**src/hdl/hscu_pkg.sv**
```systemverilog
// Shared types, codes and tables of the Hybla-style window update engine.
`default_nettype none
package hscu_pkg;

	localparam int WIN_W   = 32;
	localparam int RTT_W   = 24;
	localparam int REF_W   = 10;
	localparam int CLAMP_W = 16;
	localparam int SSTH_W  = 31;
	localparam int NWIN_W  = 16;
	localparam int RHOI_W  = 21;
	localparam int CRED_W  = 7;
	localparam int DIV_W   = 32;
	localparam int DIV_CNT_W = 6;
	localparam int CFG_IDX_W = 1;
	localparam int CFG_DAT_W = 16;

	localparam logic [CFG_IDX_W-1:0] CFG_REF_RTT = 1'b0;
	localparam logic [CFG_IDX_W-1:0] CFG_CLAMP   = 1'b1;

	localparam logic [REF_W-1:0]   REF_RTT_RST = 10'd5;
	localparam logic [CLAMP_W-1:0] CLAMP_MAX   = 16'hFFFF;

	typedef enum logic [1:0] {
		OP_ACK   = 2'd0,
		OP_INIT  = 2'd1,
		OP_STATE = 2'd2,
		OP_WIN   = 2'd3
	} op_t;

	typedef enum logic [3:0] {
		S_IDLE,
		S_DECODE,
		S_RHO_WAIT,
		S_INIT_APPLY,
		S_ACK_CHECK,
		S_ACK_INC,
		S_INC_WAIT,
		S_ADD,
		S_CARRY,
		S_STALL,
		S_CLAMP_SS,
		S_CLAMP_WIN,
		S_LOSS1,
		S_LOSS2,
		S_OUT
	} state_t;

	typedef enum logic [4:0] {
		ACT_NONE,
		ACT_LOAD,
		ACT_RHO_SET,
		ACT_INIT,
		ACT_STATE,
		ACT_WIN,
		ACT_DEFER,
		ACT_SLOW_INC,
		ACT_DIV_INC,
		ACT_ADD,
		ACT_CARRY,
		ACT_STALL,
		ACT_CLAMP_SS,
		ACT_CLAMP_WIN,
		ACT_LOSS1,
		ACT_LOSS2,
		ACT_OUT
	} act_t;

	typedef enum logic {
		DIV_RHO,
		DIV_INC
	} div_sel_t;

	typedef struct packed {
		act_t     act;
		logic     div_start;
		div_sel_t div_sel;
		logic     upd_min;
	} cmd_t;

	typedef struct packed {
		op_t  op;
		logic rtt_lt_min;
		logic limited;
		logic enhanced;
		logic rho_zero;
		logic slow;
		logic div_done;
		logic out_free;
	} stat_t;

	// 2^(f/8) in 1/128 units
	function automatic logic [7:0] pow2_eighth(input logic [2:0] f);
		logic [7:0] v;
		unique case (f)
			3'd0: v = 8'd128;
			3'd1: v = 8'd139;
			3'd2: v = 8'd152;
			3'd3: v = 8'd165;
			3'd4: v = 8'd181;
			3'd5: v = 8'd197;
			3'd6: v = 8'd215;
			3'd7: v = 8'd234;
			default: v = 8'd128;
		endcase
		return v;
	endfunction

endpackage
`default_nettype wire

```
**src/hdl/hscu_div.sv**
```systemverilog
// Restoring divider, one quotient bit per cycle.
`default_nettype none
module hscu_div
	import hscu_pkg::*;
(
	input  wire logic             clk,
	input  wire logic             arst_n,
	input  wire logic             start,
	input  wire logic [DIV_W-1:0] dividend,
	input  wire logic [DIV_W-1:0] divisor,
	output logic                  done,
	output logic [DIV_W-1:0]      quotient
);

	logic [DIV_W-1:0]     rem_q;
	logic [DIV_W-1:0]     quo_q;
	logic [DIV_W-1:0]     dsr_q;
	logic [DIV_CNT_W-1:0] cnt_q;
	logic                 busy_q;
	logic                 done_q;
	logic [DIV_W:0]       shifted;
	logic [DIV_W:0]       diff;

	assign shifted = {rem_q, quo_q[DIV_W-1]};
	assign diff    = shifted - {1'b0, dsr_q};

	always_ff @(posedge clk or negedge arst_n) begin
		if (!arst_n) begin
			busy_q <= 1'b0;
			done_q <= 1'b0;
			cnt_q  <= '0;
		end else begin
			done_q <= 1'b0;
			if (start) begin
				busy_q <= 1'b1;
				cnt_q  <= DIV_CNT_W'(DIV_W);
			end else if (busy_q) begin
				cnt_q <= cnt_q - DIV_CNT_W'(1);
				if (cnt_q == DIV_CNT_W'(1)) begin
					busy_q <= 1'b0;
					done_q <= 1'b1;
				end
			end
		end
	end

	always_ff @(posedge clk) begin
		if (start) begin
			rem_q <= '0;
			quo_q <= dividend;
			dsr_q <= divisor;
		end else if (busy_q) begin
			if (!diff[DIV_W]) begin
				rem_q <= diff[DIV_W-1:0];
				quo_q <= {quo_q[DIV_W-2:0], 1'b1};
			end else begin
				rem_q <= shifted[DIV_W-1:0];
				quo_q <= {quo_q[DIV_W-2:0], 1'b0};
			end
		end
	end

	assign done     = done_q;
	assign quotient = quo_q;

	a_no_restart: assert property (@(posedge clk) disable iff (!arst_n)
		start |-> !busy_q)
		else $error("divider restarted while busy");

endmodule
`default_nettype wire

```
**src/hdl/hscu_ctrl.sv**
```systemverilog
// Sequencer of the window update engine.
`default_nettype none
module hscu_ctrl
	import hscu_pkg::*;
(
	input  wire logic  clk,
	input  wire logic  arst_n,
	input  wire logic  in_valid,
	output logic       in_stall,
	input  wire stat_t stat,
	output cmd_t       cmd
);

	state_t state_q, state_d;
	state_t ret_q, ret_d;

	assign in_stall = (state_q != S_IDLE);

	always_ff @(posedge clk or negedge arst_n) begin
		if (!arst_n) begin
			state_q <= S_IDLE;
			ret_q   <= S_IDLE;
		end else begin
			state_q <= state_d;
			ret_q   <= ret_d;
		end
	end

	// next state
	always_comb begin
		state_d = state_q;
		ret_d   = ret_q;
		unique case (state_q)
			S_IDLE: begin
				if (in_valid) state_d = S_DECODE;
			end
			S_DECODE: begin
				unique case (stat.op)
					OP_ACK: begin
						if (stat.rtt_lt_min) begin
							ret_d   = S_ACK_CHECK;
							state_d = S_RHO_WAIT;
						end else begin
							state_d = S_ACK_CHECK;
						end
					end
					OP_INIT: begin
						ret_d   = S_INIT_APPLY;
						state_d = S_RHO_WAIT;
					end
					OP_STATE: state_d = S_LOSS1;
					OP_WIN:   state_d = S_LOSS1;
					default:  state_d = S_LOSS1;
				endcase
			end
			S_RHO_WAIT: begin
				if (stat.div_done) state_d = ret_q;
			end
			S_INIT_APPLY: state_d = S_LOSS1;
			S_ACK_CHECK: begin
				if (!stat.limited || !stat.enhanced) begin
					state_d = S_LOSS1;
				end else if (stat.rho_zero) begin
					ret_d   = S_ACK_INC;
					state_d = S_RHO_WAIT;
				end else begin
					state_d = S_ACK_INC;
				end
			end
			S_ACK_INC: begin
				if (stat.slow) state_d = S_ADD;
				else           state_d = S_INC_WAIT;
			end
			S_INC_WAIT: begin
				if (stat.div_done) state_d = S_ADD;
			end
			S_ADD:       state_d = S_CARRY;
			S_CARRY:     state_d = S_STALL;
			S_STALL:     state_d = S_CLAMP_SS;
			S_CLAMP_SS:  state_d = S_CLAMP_WIN;
			S_CLAMP_WIN: state_d = S_LOSS1;
			S_LOSS1:     state_d = S_LOSS2;
			S_LOSS2:     state_d = S_OUT;
			S_OUT: begin
				if (stat.out_free) state_d = S_IDLE;
			end
			default: state_d = S_IDLE;
		endcase
	end

	// datapath commands
	always_comb begin
		cmd.act       = ACT_NONE;
		cmd.div_start = 1'b0;
		cmd.div_sel   = DIV_RHO;
		cmd.upd_min   = 1'b0;
		unique case (state_q)
			S_IDLE: begin
				if (in_valid) cmd.act = ACT_LOAD;
			end
			S_DECODE: begin
				unique case (stat.op)
					OP_ACK: begin
						if (stat.rtt_lt_min) begin
							cmd.upd_min   = 1'b1;
							cmd.div_start = 1'b1;
						end
					end
					OP_INIT: begin
						cmd.upd_min   = 1'b1;
						cmd.div_start = 1'b1;
					end
					OP_STATE: cmd.act = ACT_STATE;
					OP_WIN:   cmd.act = ACT_WIN;
					default:  cmd.act = ACT_NONE;
				endcase
			end
			S_RHO_WAIT: begin
				if (stat.div_done) cmd.act = ACT_RHO_SET;
			end
			S_INIT_APPLY: cmd.act = ACT_INIT;
			S_ACK_CHECK: begin
				if (!stat.limited) begin
					cmd.act = ACT_NONE;
				end else if (!stat.enhanced) begin
					cmd.act = ACT_DEFER;
				end else if (stat.rho_zero) begin
					cmd.div_start = 1'b1;
				end
			end
			S_ACK_INC: begin
				if (stat.slow) begin
					cmd.act = ACT_SLOW_INC;
				end else begin
					cmd.div_start = 1'b1;
					cmd.div_sel   = DIV_INC;
				end
			end
			S_INC_WAIT: begin
				if (stat.div_done) cmd.act = ACT_DIV_INC;
			end
			S_ADD:       cmd.act = ACT_ADD;
			S_CARRY:     cmd.act = ACT_CARRY;
			S_STALL:     cmd.act = ACT_STALL;
			S_CLAMP_SS:  cmd.act = ACT_CLAMP_SS;
			S_CLAMP_WIN: cmd.act = ACT_CLAMP_WIN;
			S_LOSS1:     cmd.act = ACT_LOSS1;
			S_LOSS2:     cmd.act = ACT_LOSS2;
			S_OUT: begin
				if (stat.out_free) cmd.act = ACT_OUT;
			end
			default: cmd.act = ACT_NONE;
		endcase
	end

endmodule
`default_nettype wire

```
**src/hdl/hscu_dp.sv**
```systemverilog
// Datapath of the window update engine: state registers, arithmetic, result register.
`default_nettype none
module hscu_dp
	import hscu_pkg::*;
(
	input  wire logic                 clk,
	input  wire logic                 arst_n,
	input  wire cmd_t                 cmd,
	output stat_t                     stat,
	input  wire logic [1:0]           op,
	input  wire logic [RTT_W-1:0]     smoothed_rtt,
	input  wire logic                 window_limited,
	input  wire logic                 state_open,
	input  wire logic [SSTH_W-1:0]    slow_start_threshold,
	input  wire logic [NWIN_W-1:0]    new_window,
	input  wire logic                 cfg_we,
	input  wire logic [CFG_IDX_W-1:0] cfg_index,
	input  wire logic [CFG_DAT_W-1:0] cfg_data,
	output logic                      out_valid,
	input  wire logic                 out_stall,
	output logic [WIN_W-1:0]          window,
	output logic [WIN_W-1:0]          loss_threshold,
	output logic                      deferred,
	output logic [RHOI_W-1:0]         rho_integer
);

	// captured request
	logic [1:0]        op_q;
	logic [RTT_W-1:0]  rtt_q;
	logic              limited_q;
	logic              open_q;
	logic [SSTH_W-1:0] ssth_q;
	logic [NWIN_W-1:0] nwin_q;

	// configuration
	logic [REF_W-1:0]   ref_q;
	logic [CLAMP_W-1:0] clamp_q;

	// algorithm state
	logic [WIN_W-1:0]  cwnd_q;
	logic [CRED_W-1:0] credit_q;
	logic [WIN_W-1:0]  stall_q;
	logic [RTT_W-1:0]  rho8_q;
	logic [RHOI_W-1:0] rhoi_q;
	logic [WIN_W-1:0]  rho_sq_q;
	logic [RTT_W-1:0]  min_q;
	logic              enh_q;

	// per-request scratch
	logic [WIN_W-1:0] inc_q;
	logic             slow_q;
	logic             carry_q;
	logic             defer_q;
	logic [WIN_W-1:0] loss_part_q;
	logic [WIN_W-1:0] loss_q;

	// result register
	logic              out_valid_q;
	logic [WIN_W-1:0]  out_win_q;
	logic [WIN_W-1:0]  out_loss_q;
	logic              out_def_q;
	logic [RHOI_W-1:0] out_rhoi_q;

	logic [DIV_W-1:0]   div_dividend;
	logic [DIV_W-1:0]   div_divisor;
	logic               div_done;
	logic [DIV_W-1:0]   div_quo;
	logic [RTT_W-1:0]   rho_new;
	logic [2*RTT_W-1:0] rho_prod;
	logic [4:0]         slow_sh;
	logic [WIN_W-1:0]   slow_inc;
	logic [CRED_W:0]    credit_sum;
	logic [WIN_W-1:0]   loss_sum;
	logic               out_free;

	always_comb begin
		if (cmd.div_sel == DIV_RHO) begin
			div_dividend = {{(DIV_W-RTT_W){1'b0}}, rtt_q};
			div_divisor  = (ref_q == '0) ? DIV_W'(1) : {{(DIV_W-REF_W){1'b0}}, ref_q};
		end else begin
			div_dividend = rho_sq_q;
			div_divisor  = (cwnd_q == '0) ? DIV_W'(1) : cwnd_q;
		end
	end

	hscu_div u_div (
		.clk      (clk),
		.arst_n   (arst_n),
		.start    (cmd.div_start),
		.dividend (div_dividend),
		.divisor  (div_divisor),
		.done     (div_done),
		.quotient (div_quo)
	);

	// rho floors at one (eight eighths); the quotient never exceeds the RTT width
	assign rho_new  = (div_quo[RTT_W-1:0] < RTT_W'(8)) ? RTT_W'(8) : div_quo[RTT_W-1:0];
	assign rho_prod = rho_new * rho_new;

	// 2^rho - 1 in 1/128 units, integer part capped at sixteen
	assign slow_sh  = (rhoi_q < RHOI_W'(16)) ? rhoi_q[4:0] : 5'd16;
	assign slow_inc = ({{(WIN_W-8){1'b0}}, pow2_eighth(rho8_q[2:0])} << slow_sh)
		- WIN_W'(128);

	assign credit_sum = {1'b0, credit_q} + {1'b0, inc_q[CRED_W-1:0]};
	assign loss_sum   = loss_part_q + (cwnd_q >> 3) + (cwnd_q >> 5);
	assign out_free   = !out_valid_q || !out_stall;

	always_comb begin
		stat.op         = op_t'(op_q);
		stat.rtt_lt_min = (rtt_q < min_q);
		stat.limited    = limited_q;
		stat.enhanced   = enh_q;
		stat.rho_zero   = (rhoi_q == '0);
		stat.slow       = (cwnd_q < {1'b0, ssth_q});
		stat.div_done   = div_done;
		stat.out_free   = out_free;
	end

	// request capture and scratch, no reset needed
	always_ff @(posedge clk) begin
		if (cmd.act == ACT_LOAD) begin
			op_q      <= op;
			rtt_q     <= smoothed_rtt;
			limited_q <= window_limited;
			open_q    <= state_open;
			ssth_q    <= slow_start_threshold;
			nwin_q    <= new_window;
		end
		if (cmd.act == ACT_LOSS1)
			loss_part_q <= cwnd_q - (cwnd_q >> 1) + (cwnd_q >> 2);
		if (cmd.act == ACT_LOSS2)
			loss_q <= (loss_sum < WIN_W'(2)) ? WIN_W'(2) : loss_sum;
		if (cmd.act == ACT_OUT) begin
			out_win_q  <= cwnd_q;
			out_loss_q <= loss_q;
			out_def_q  <= defer_q;
			out_rhoi_q <= rhoi_q;
		end
	end

	always_ff @(posedge clk or negedge arst_n) begin
		if (!arst_n) begin
			ref_q       <= REF_RTT_RST;
			clamp_q     <= CLAMP_MAX;
			cwnd_q      <= '0;
			credit_q    <= '0;
			stall_q     <= '0;
			rho8_q      <= '0;
			rhoi_q      <= '0;
			rho_sq_q    <= '0;
			min_q       <= '1;
			enh_q       <= 1'b1;
			inc_q       <= '0;
			slow_q      <= 1'b0;
			carry_q     <= 1'b0;
			defer_q     <= 1'b0;
			out_valid_q <= 1'b0;
		end else begin
			if (cfg_we) begin
				unique case (cfg_index)
					CFG_REF_RTT: ref_q   <= cfg_data[REF_W-1:0];
					CFG_CLAMP:   clamp_q <= cfg_data[CLAMP_W-1:0];
					default:     ref_q   <= ref_q;
				endcase
			end

			if (cmd.upd_min)
				min_q <= rtt_q;

			if (cmd.act == ACT_OUT)
				out_valid_q <= 1'b1;
			else if (!out_stall)
				out_valid_q <= 1'b0;

			unique case (cmd.act)
				ACT_LOAD: defer_q <= 1'b0;
				ACT_RHO_SET: begin
					rho8_q   <= rho_new;
					rhoi_q   <= rho_new[RTT_W-1:3];
					rho_sq_q <= {rho_prod[WIN_W-2:0], 1'b0};
				end
				ACT_INIT: begin
					credit_q <= '0;
					enh_q    <= 1'b1;
					clamp_q  <= CLAMP_MAX;
					cwnd_q   <= {{(WIN_W-RHOI_W){1'b0}}, rhoi_q};
				end
				ACT_STATE: enh_q   <= open_q;
				ACT_WIN:   cwnd_q  <= {{(WIN_W-NWIN_W){1'b0}}, nwin_q};
				ACT_DEFER: defer_q <= 1'b1;
				ACT_SLOW_INC: begin
					inc_q  <= slow_inc;
					slow_q <= 1'b1;
				end
				ACT_DIV_INC: begin
					inc_q  <= div_quo;
					slow_q <= 1'b0;
					// below one whole unit counts as a stalled ack
					if (div_quo < WIN_W'(128))
						stall_q <= stall_q + WIN_W'(1);
				end
				ACT_ADD: begin
					cwnd_q   <= cwnd_q + {{CRED_W{1'b0}}, inc_q[WIN_W-1:CRED_W]};
					credit_q <= credit_sum[CRED_W-1:0];
					carry_q  <= credit_sum[CRED_W];
				end
				ACT_CARRY: begin
					if (carry_q) begin
						cwnd_q  <= cwnd_q + WIN_W'(1);
						stall_q <= '0;
					end
				end
				ACT_STALL: begin
					// force growth on a zero increment once the stall count reaches the window
					if (inc_q == '0 && stall_q >= cwnd_q) begin
						cwnd_q  <= cwnd_q + WIN_W'(1);
						stall_q <= '0;
					end
				end
				ACT_CLAMP_SS: begin
					if (slow_q && cwnd_q > {1'b0, ssth_q})
						cwnd_q <= {1'b0, ssth_q};
				end
				ACT_CLAMP_WIN: begin
					if (cwnd_q > {{(WIN_W-CLAMP_W){1'b0}}, clamp_q})
						cwnd_q <= {{(WIN_W-CLAMP_W){1'b0}}, clamp_q};
				end
				default: carry_q <= carry_q;
			endcase
		end
	end

	assign out_valid      = out_valid_q;
	assign window         = out_win_q;
	assign loss_threshold = out_loss_q;
	assign deferred       = out_def_q;
	assign rho_integer    = out_rhoi_q;

	a_out_no_overwrite: assert property (@(posedge clk) disable iff (!arst_n)
		cmd.act == ACT_OUT |-> (!out_valid_q || !out_stall))
		else $error("result register overwritten while held");

	a_clamp_holds: assert property (@(posedge clk) disable iff (!arst_n)
		cmd.act == ACT_CLAMP_WIN |=> cwnd_q <= {{(WIN_W-CLAMP_W){1'b0}}, clamp_q})
		else $error("window above clamp after clamping");

	a_loss_floor: assert property (@(posedge clk) disable iff (!arst_n)
		cmd.act == ACT_LOSS2 |=> loss_q >= WIN_W'(2))
		else $error("loss threshold below two");

endmodule
`default_nettype wire

```
**src/hdl/hybla_style_cwnd_update.sv**
```systemverilog
// Top level of the Hybla-style congestion window update engine.
// Each request runs from accept to result valid through the sequencer states; the divider
// sets the span for init and for acks (two divisions for an ack that sees a new minimum RTT
// and grows in avoidance); out_stall holding a result adds to the span.
// Throughput: one request at a time; the next request is accepted once the result is in
// the output register, so a held result does not block intake of the next request.
// Reset (arst_n low, asynchronous): all window state returns to its reset values at once.
`default_nettype none
module hybla_style_cwnd_update
	import hscu_pkg::*;
(
	input  wire logic                 clk,
	input  wire logic                 arst_n,
	// request channel
	input  wire logic                 in_valid,
	output logic                      in_stall,
	input  wire logic [1:0]           op,
	input  wire logic [RTT_W-1:0]     smoothed_rtt,
	input  wire logic                 window_limited,
	input  wire logic                 state_open,
	input  wire logic [SSTH_W-1:0]    slow_start_threshold,
	input  wire logic [NWIN_W-1:0]    new_window,
	// result channel
	output logic                      out_valid,
	input  wire logic                 out_stall,
	output logic [WIN_W-1:0]          window,
	output logic [WIN_W-1:0]          loss_threshold,
	output logic                      deferred,
	output logic [RHOI_W-1:0]         rho_integer,
	// configuration write port
	input  wire logic                 cfg_we,
	input  wire logic [CFG_IDX_W-1:0] cfg_index,
	input  wire logic [CFG_DAT_W-1:0] cfg_data
);

	// The sequencer walks each request through decode, optional rho recompute
	// (RTT over reference RTT on the divider, then one squaring), for growing acks the
	// increment, credit carry, stall push and the two clamps, and then the loss threshold.
	cmd_t  cmd;
	stat_t stat;

	hscu_ctrl u_ctrl (
		.clk      (clk),
		.arst_n   (arst_n),
		.in_valid (in_valid),
		.in_stall (in_stall),
		.stat     (stat),
		.cmd      (cmd)
	);

	// Hold all state, the divider and the result register; drop nothing
	// while the downstream side stalls.
	hscu_dp u_dp (
		.clk                  (clk),
		.arst_n               (arst_n),
		.cmd                  (cmd),
		.stat                 (stat),
		.op                   (op),
		.smoothed_rtt         (smoothed_rtt),
		.window_limited       (window_limited),
		.state_open           (state_open),
		.slow_start_threshold (slow_start_threshold),
		.new_window           (new_window),
		.cfg_we               (cfg_we),
		.cfg_index            (cfg_index),
		.cfg_data             (cfg_data),
		.out_valid            (out_valid),
		.out_stall            (out_stall),
		.window               (window),
		.loss_threshold       (loss_threshold),
		.deferred             (deferred),
		.rho_integer          (rho_integer)
	);

endmodule
`default_nettype wire

```
**config.mk**
```make
export PLATFORM = sky130hd
export DESIGN_NAME = hybla_style_cwnd_update
export DESIGN_NICKNAME = d
export VERILOG_FILES = /design/src/hdl/hscu_pkg.sv /design/src/hdl/hscu_div.sv /design/src/hdl/hscu_ctrl.sv /design/src/hdl/hscu_dp.sv /design/src/hdl/hybla_style_cwnd_update.sv
export SDC_FILE = /design/constraint.sdc
export NUM_CORES = 2
export LEC_CHECK = 0
export BUFFER_PORTS_ARGS = -buffer_cell sky130_fd_sc_hd__buf_2
export CORE_ASPECT_RATIO = 1.5
export CORE_MARGIN = 1
export CORE_UTILIZATION = 64
export CTS_CLUSTER_SIZE = 25
export DETAILED_ROUTE_END_ITERATION = 16
export GPL_TIMING_DRIVEN = 0
export PLACE_DENSITY = 0.82
export SKIP_CTS_REPAIR_TIMING = 1
export SLEW_MARGIN = 25
export SYNTH_ARGS = -nofsm -noshare
export SYNTH_HDL_FRONTEND = slang
export SYNTH_SLANG_ARGS = --single-unit
export TNS_END_PERCENT = 50
```
**constraint.sdc**
```tcl
create_clock -name clk -period 10 [get_ports clk]
set_clock_uncertainty 0.1 [all_clocks]
set_input_delay 0.5 -clock clk [delete_from_list [all_inputs] [get_ports clk]]
set_output_delay 0.5 -clock clk [all_outputs]
set_load 0.01 [all_outputs]
```
==> results.toml <==
[logic_synthesis]
avgSynthCellArea_um2 = 9.88
synth_most_common_cell = "inv_1"
ys.flop_type = "edfxtp_1"
synth-async-reset-ratio_pct = 41.3
yosysTopAreaCellShare_pct = 19.3
synth_common_cells = "inv_1 (740), nand2_1 (401), fa_1 (371)"
yosysTopAreaCell = "edfxtp_1"
synthDistinctLibCells = 93
seq_area_frac_synth_pct = 33.4
yosys_warnings = 0
syn_area_um2 = 45000
synth_seq_cells = 547
syn-instance-count = 4551
synth_top_cells_by_area = "edfxtp_1 (19%), fa_1 (17%), ha_1 (10%)"
synth_nets = 5389
synth-edff-count = 289

[routing]
vias = 36345
wl_mm = 143
routed_via_density = 6.25
remaining_drc_errors = 0
drt-pass1-iter-count = 8
wl_per_cell_um = 24.6
drtAntennaViolNets = 0
drt-initial-drc-count = 3242

[finish]
area_growth_pct = 10.7
final_net_count = 5707
fillCellCount = 5173
post-route-util_pct = 71.9
drive_gt1_share_pct = 8.74

[cts]
cts_max_path_buffers = 3
clkLatencyLatePin_ns = 0.62
clk_pin_slew_ns = 0.07
cts_max_level = 2
root_buffer = "clkbuf_16"
cts.sinks = 547
cts_buffers = 50
cts_tree = "yes"

[hold_path]
hp-class = "in -> reg"

[run_status]
violations = "capacitance limit"
outcome = "complete, but fails checks"

[placement]
dp_hpwl_mm = 110
gp_congestion = 1.04
numPortBuffers = 184

[global_route]
antenna_found_initial = 6
grt_max_degree = 94
grt_pass1_wl_mm = 212
grt_pass1_vias = 36953
grt_usage_pct = 40.0
grt_overflow = 0

[sta]
tns_ns = 0
rsz0062_at_grt = "false"
finalHoldViolations = 0
fin_hold_ws_ns = 0.00598
worst_pin_slew_ns = 1.49
clock.fmax_mhz = 102
timing.final.crit_share_pct = 98.5
post-route-min-period_ns = 9.85
setup_viol = 0
drv_slew = 0
slew_headroom_pct = 0.0839

[worst_setup_path]
crit_required_ns = 10.43
slowest_stage = "clkbuf_1"
path_buf_inv = 7
worstSetupPathType = "reg -> reg"
slowest_delay_ns = 0.90
startpoint_type = "flip-flop"
cp-end-kind = "flip-flop"
cp.arrival_ns = 10.28
critPathMaxFanout = 10
cpLargestDelayFamily = "adder cells"

[floorplanning]
core_um2 = 69200
start_util_pct = 64.9
die-area_um2 = 71300
die-width_um = 218
die_h_um = 327
io-pin-count = 185
rows = 118

[job]
cap_viol_max_count = 1
metrics by stage:
stage | area (um^2) | cells | setup slack (ns)
after floorplan | 45000 | 4551 | 2.45
after global placement | 47000 | 5635 | 0.628
after detailed placement | 47300 | 5647 | 0.494
after CTS | 49100 | 5741 | 0.430
after global routing | 49800 | 5812 | 0.0495
final | 49800 | 5815 | 0.149
cells in the final DEF (no fill, tap or decap), types with 45 or more instances in the layout:
cell type	instances
inv_1	739
nand2_1	401
fa_1	371
ha_1	370
edfxtp_1	289
nor2_1	242
o21ai_0	191
buf_2	190
dfrtp_1	183
a21oi_1	175
clkbuf_1	151
and2_1	149
xnor2_1	107
a21o_1	87
nand3_1	85
xor2_1	76
dlygate4sd3_1	70
nor3_1	65
mux2i_1	55
a211oi_1	51
clkbuf_16	51
nand4_1	45
layout make-up:
class | count | area (um^2) | area share, %
timing repair buffer | 266 | 1890 | 3.81
multi-input combinational | 3096 | 26500 | 53.3
clock buffer | 55 | 1300 | 2.61
buffer | 164 | 638 | 1.28
antenna | 4 | 10.0 | 0.0201
clock inverter | 39 | 442 | 0.887
sequential | 547 | 15000 | 30.2
inverter | 744 | 2790 | 5.61
tap | 900 | 1130 | 2.26
kinds of logic (layout without fill, tap and decap cells):
family / Yosys count / in the layout / synth area share, %
AND/OR/NAND/NOR: 1183 / 1183 / 12.7
flip-flops: 547 / 547 / 33.4
XOR/XNOR: 183 / 183 / 3.57
adder cells (fa/ha/maj): 741 / 741 / 26.8
other: 0 / 4 / 0
multiplexers: 99 / 99 / 2.35
buffers and inverters: 908 / 1268 / 7.63
AO/OA/AOI/OAI: 890 / 890 / 13.5
registers in the layout (all words and copies together), names as in the netlist, 4 cells and up:
| signal | count |
|---|---|
| u_dp.nwin_q | 16 |
| u_dp.u_div.rem_q | 32 |
| u_dp.u_div.quotient | 32 |
| u_ctrl.state_q | 4 |
| u_dp.inc_q | 32 |
| u_dp.min_q | 24 |
| u_dp.rho_integer | 21 |
| u_dp.ref_q | 10 |
| u_dp.loss_q | 32 |
| u_dp.clamp_q | 16 |
| u_dp.credit_q | 7 |
| u_dp.u_div.dsr_q | 32 |
| u_dp.u_div.cnt_q | 6 |
| u_dp.rho_sq_q | 29 |
| u_dp.cwnd_q | 32 |
| u_dp.rtt_q | 24 |
| u_dp.window | 32 |
| u_dp.ssth_q | 31 |
| u_dp.stall_q | 32 |
| u_dp.loss_part_q | 32 |
| u_dp.loss_threshold | 32 |
| u_dp.rhoi_q | 21 |
path summary, 6_finish.rpt:
| check | endpoint | depth (start not counted) | slack, ns | start |
|---|---|---|---|---|
| worst max register to register | u_dp.rho_sq_q[29] | 33 | 0.15 | u_dp.u_div.quotient[7] |
| max in group asynchronous | u_dp.rho_sq_q[6] | 3 | 8.65 | arst_n |
| worst min-delay path | u_dp.rtt_q[23] | 1 | 0.006 | smoothed_rtt[23] |
| worst min register to register | u_dp.loss_threshold[28] | 0 | 0.32 | u_dp.loss_q[28] |
| min in group asynchronous | u_dp.ref_q[9] | 2 | 0.30 | arst_n |
| worst max-delay path | u_dp.rho_sq_q[29] | 33 | 0.15 | u_dp.u_div.quotient[7] |
routing by layer:
| layer | share of wire [%] | track usage (%) | vias to the layer above |
|---|---|---|---|
| met2 | 49 | 69.2 | 1875 |
| met3 | 7.6 | 6.69 | 707 |
| li1 | - | - | 16118 |
| met4 | 11 | 34.2 | 6 |
| met5 | 0.026 | 0 | - |
| met1 | 32 | 41.9 | 17639 |
Power is left out: the tool's default activity adds up to more than one toggle a clock period on the data nets, which glitch-free logic cannot reach.
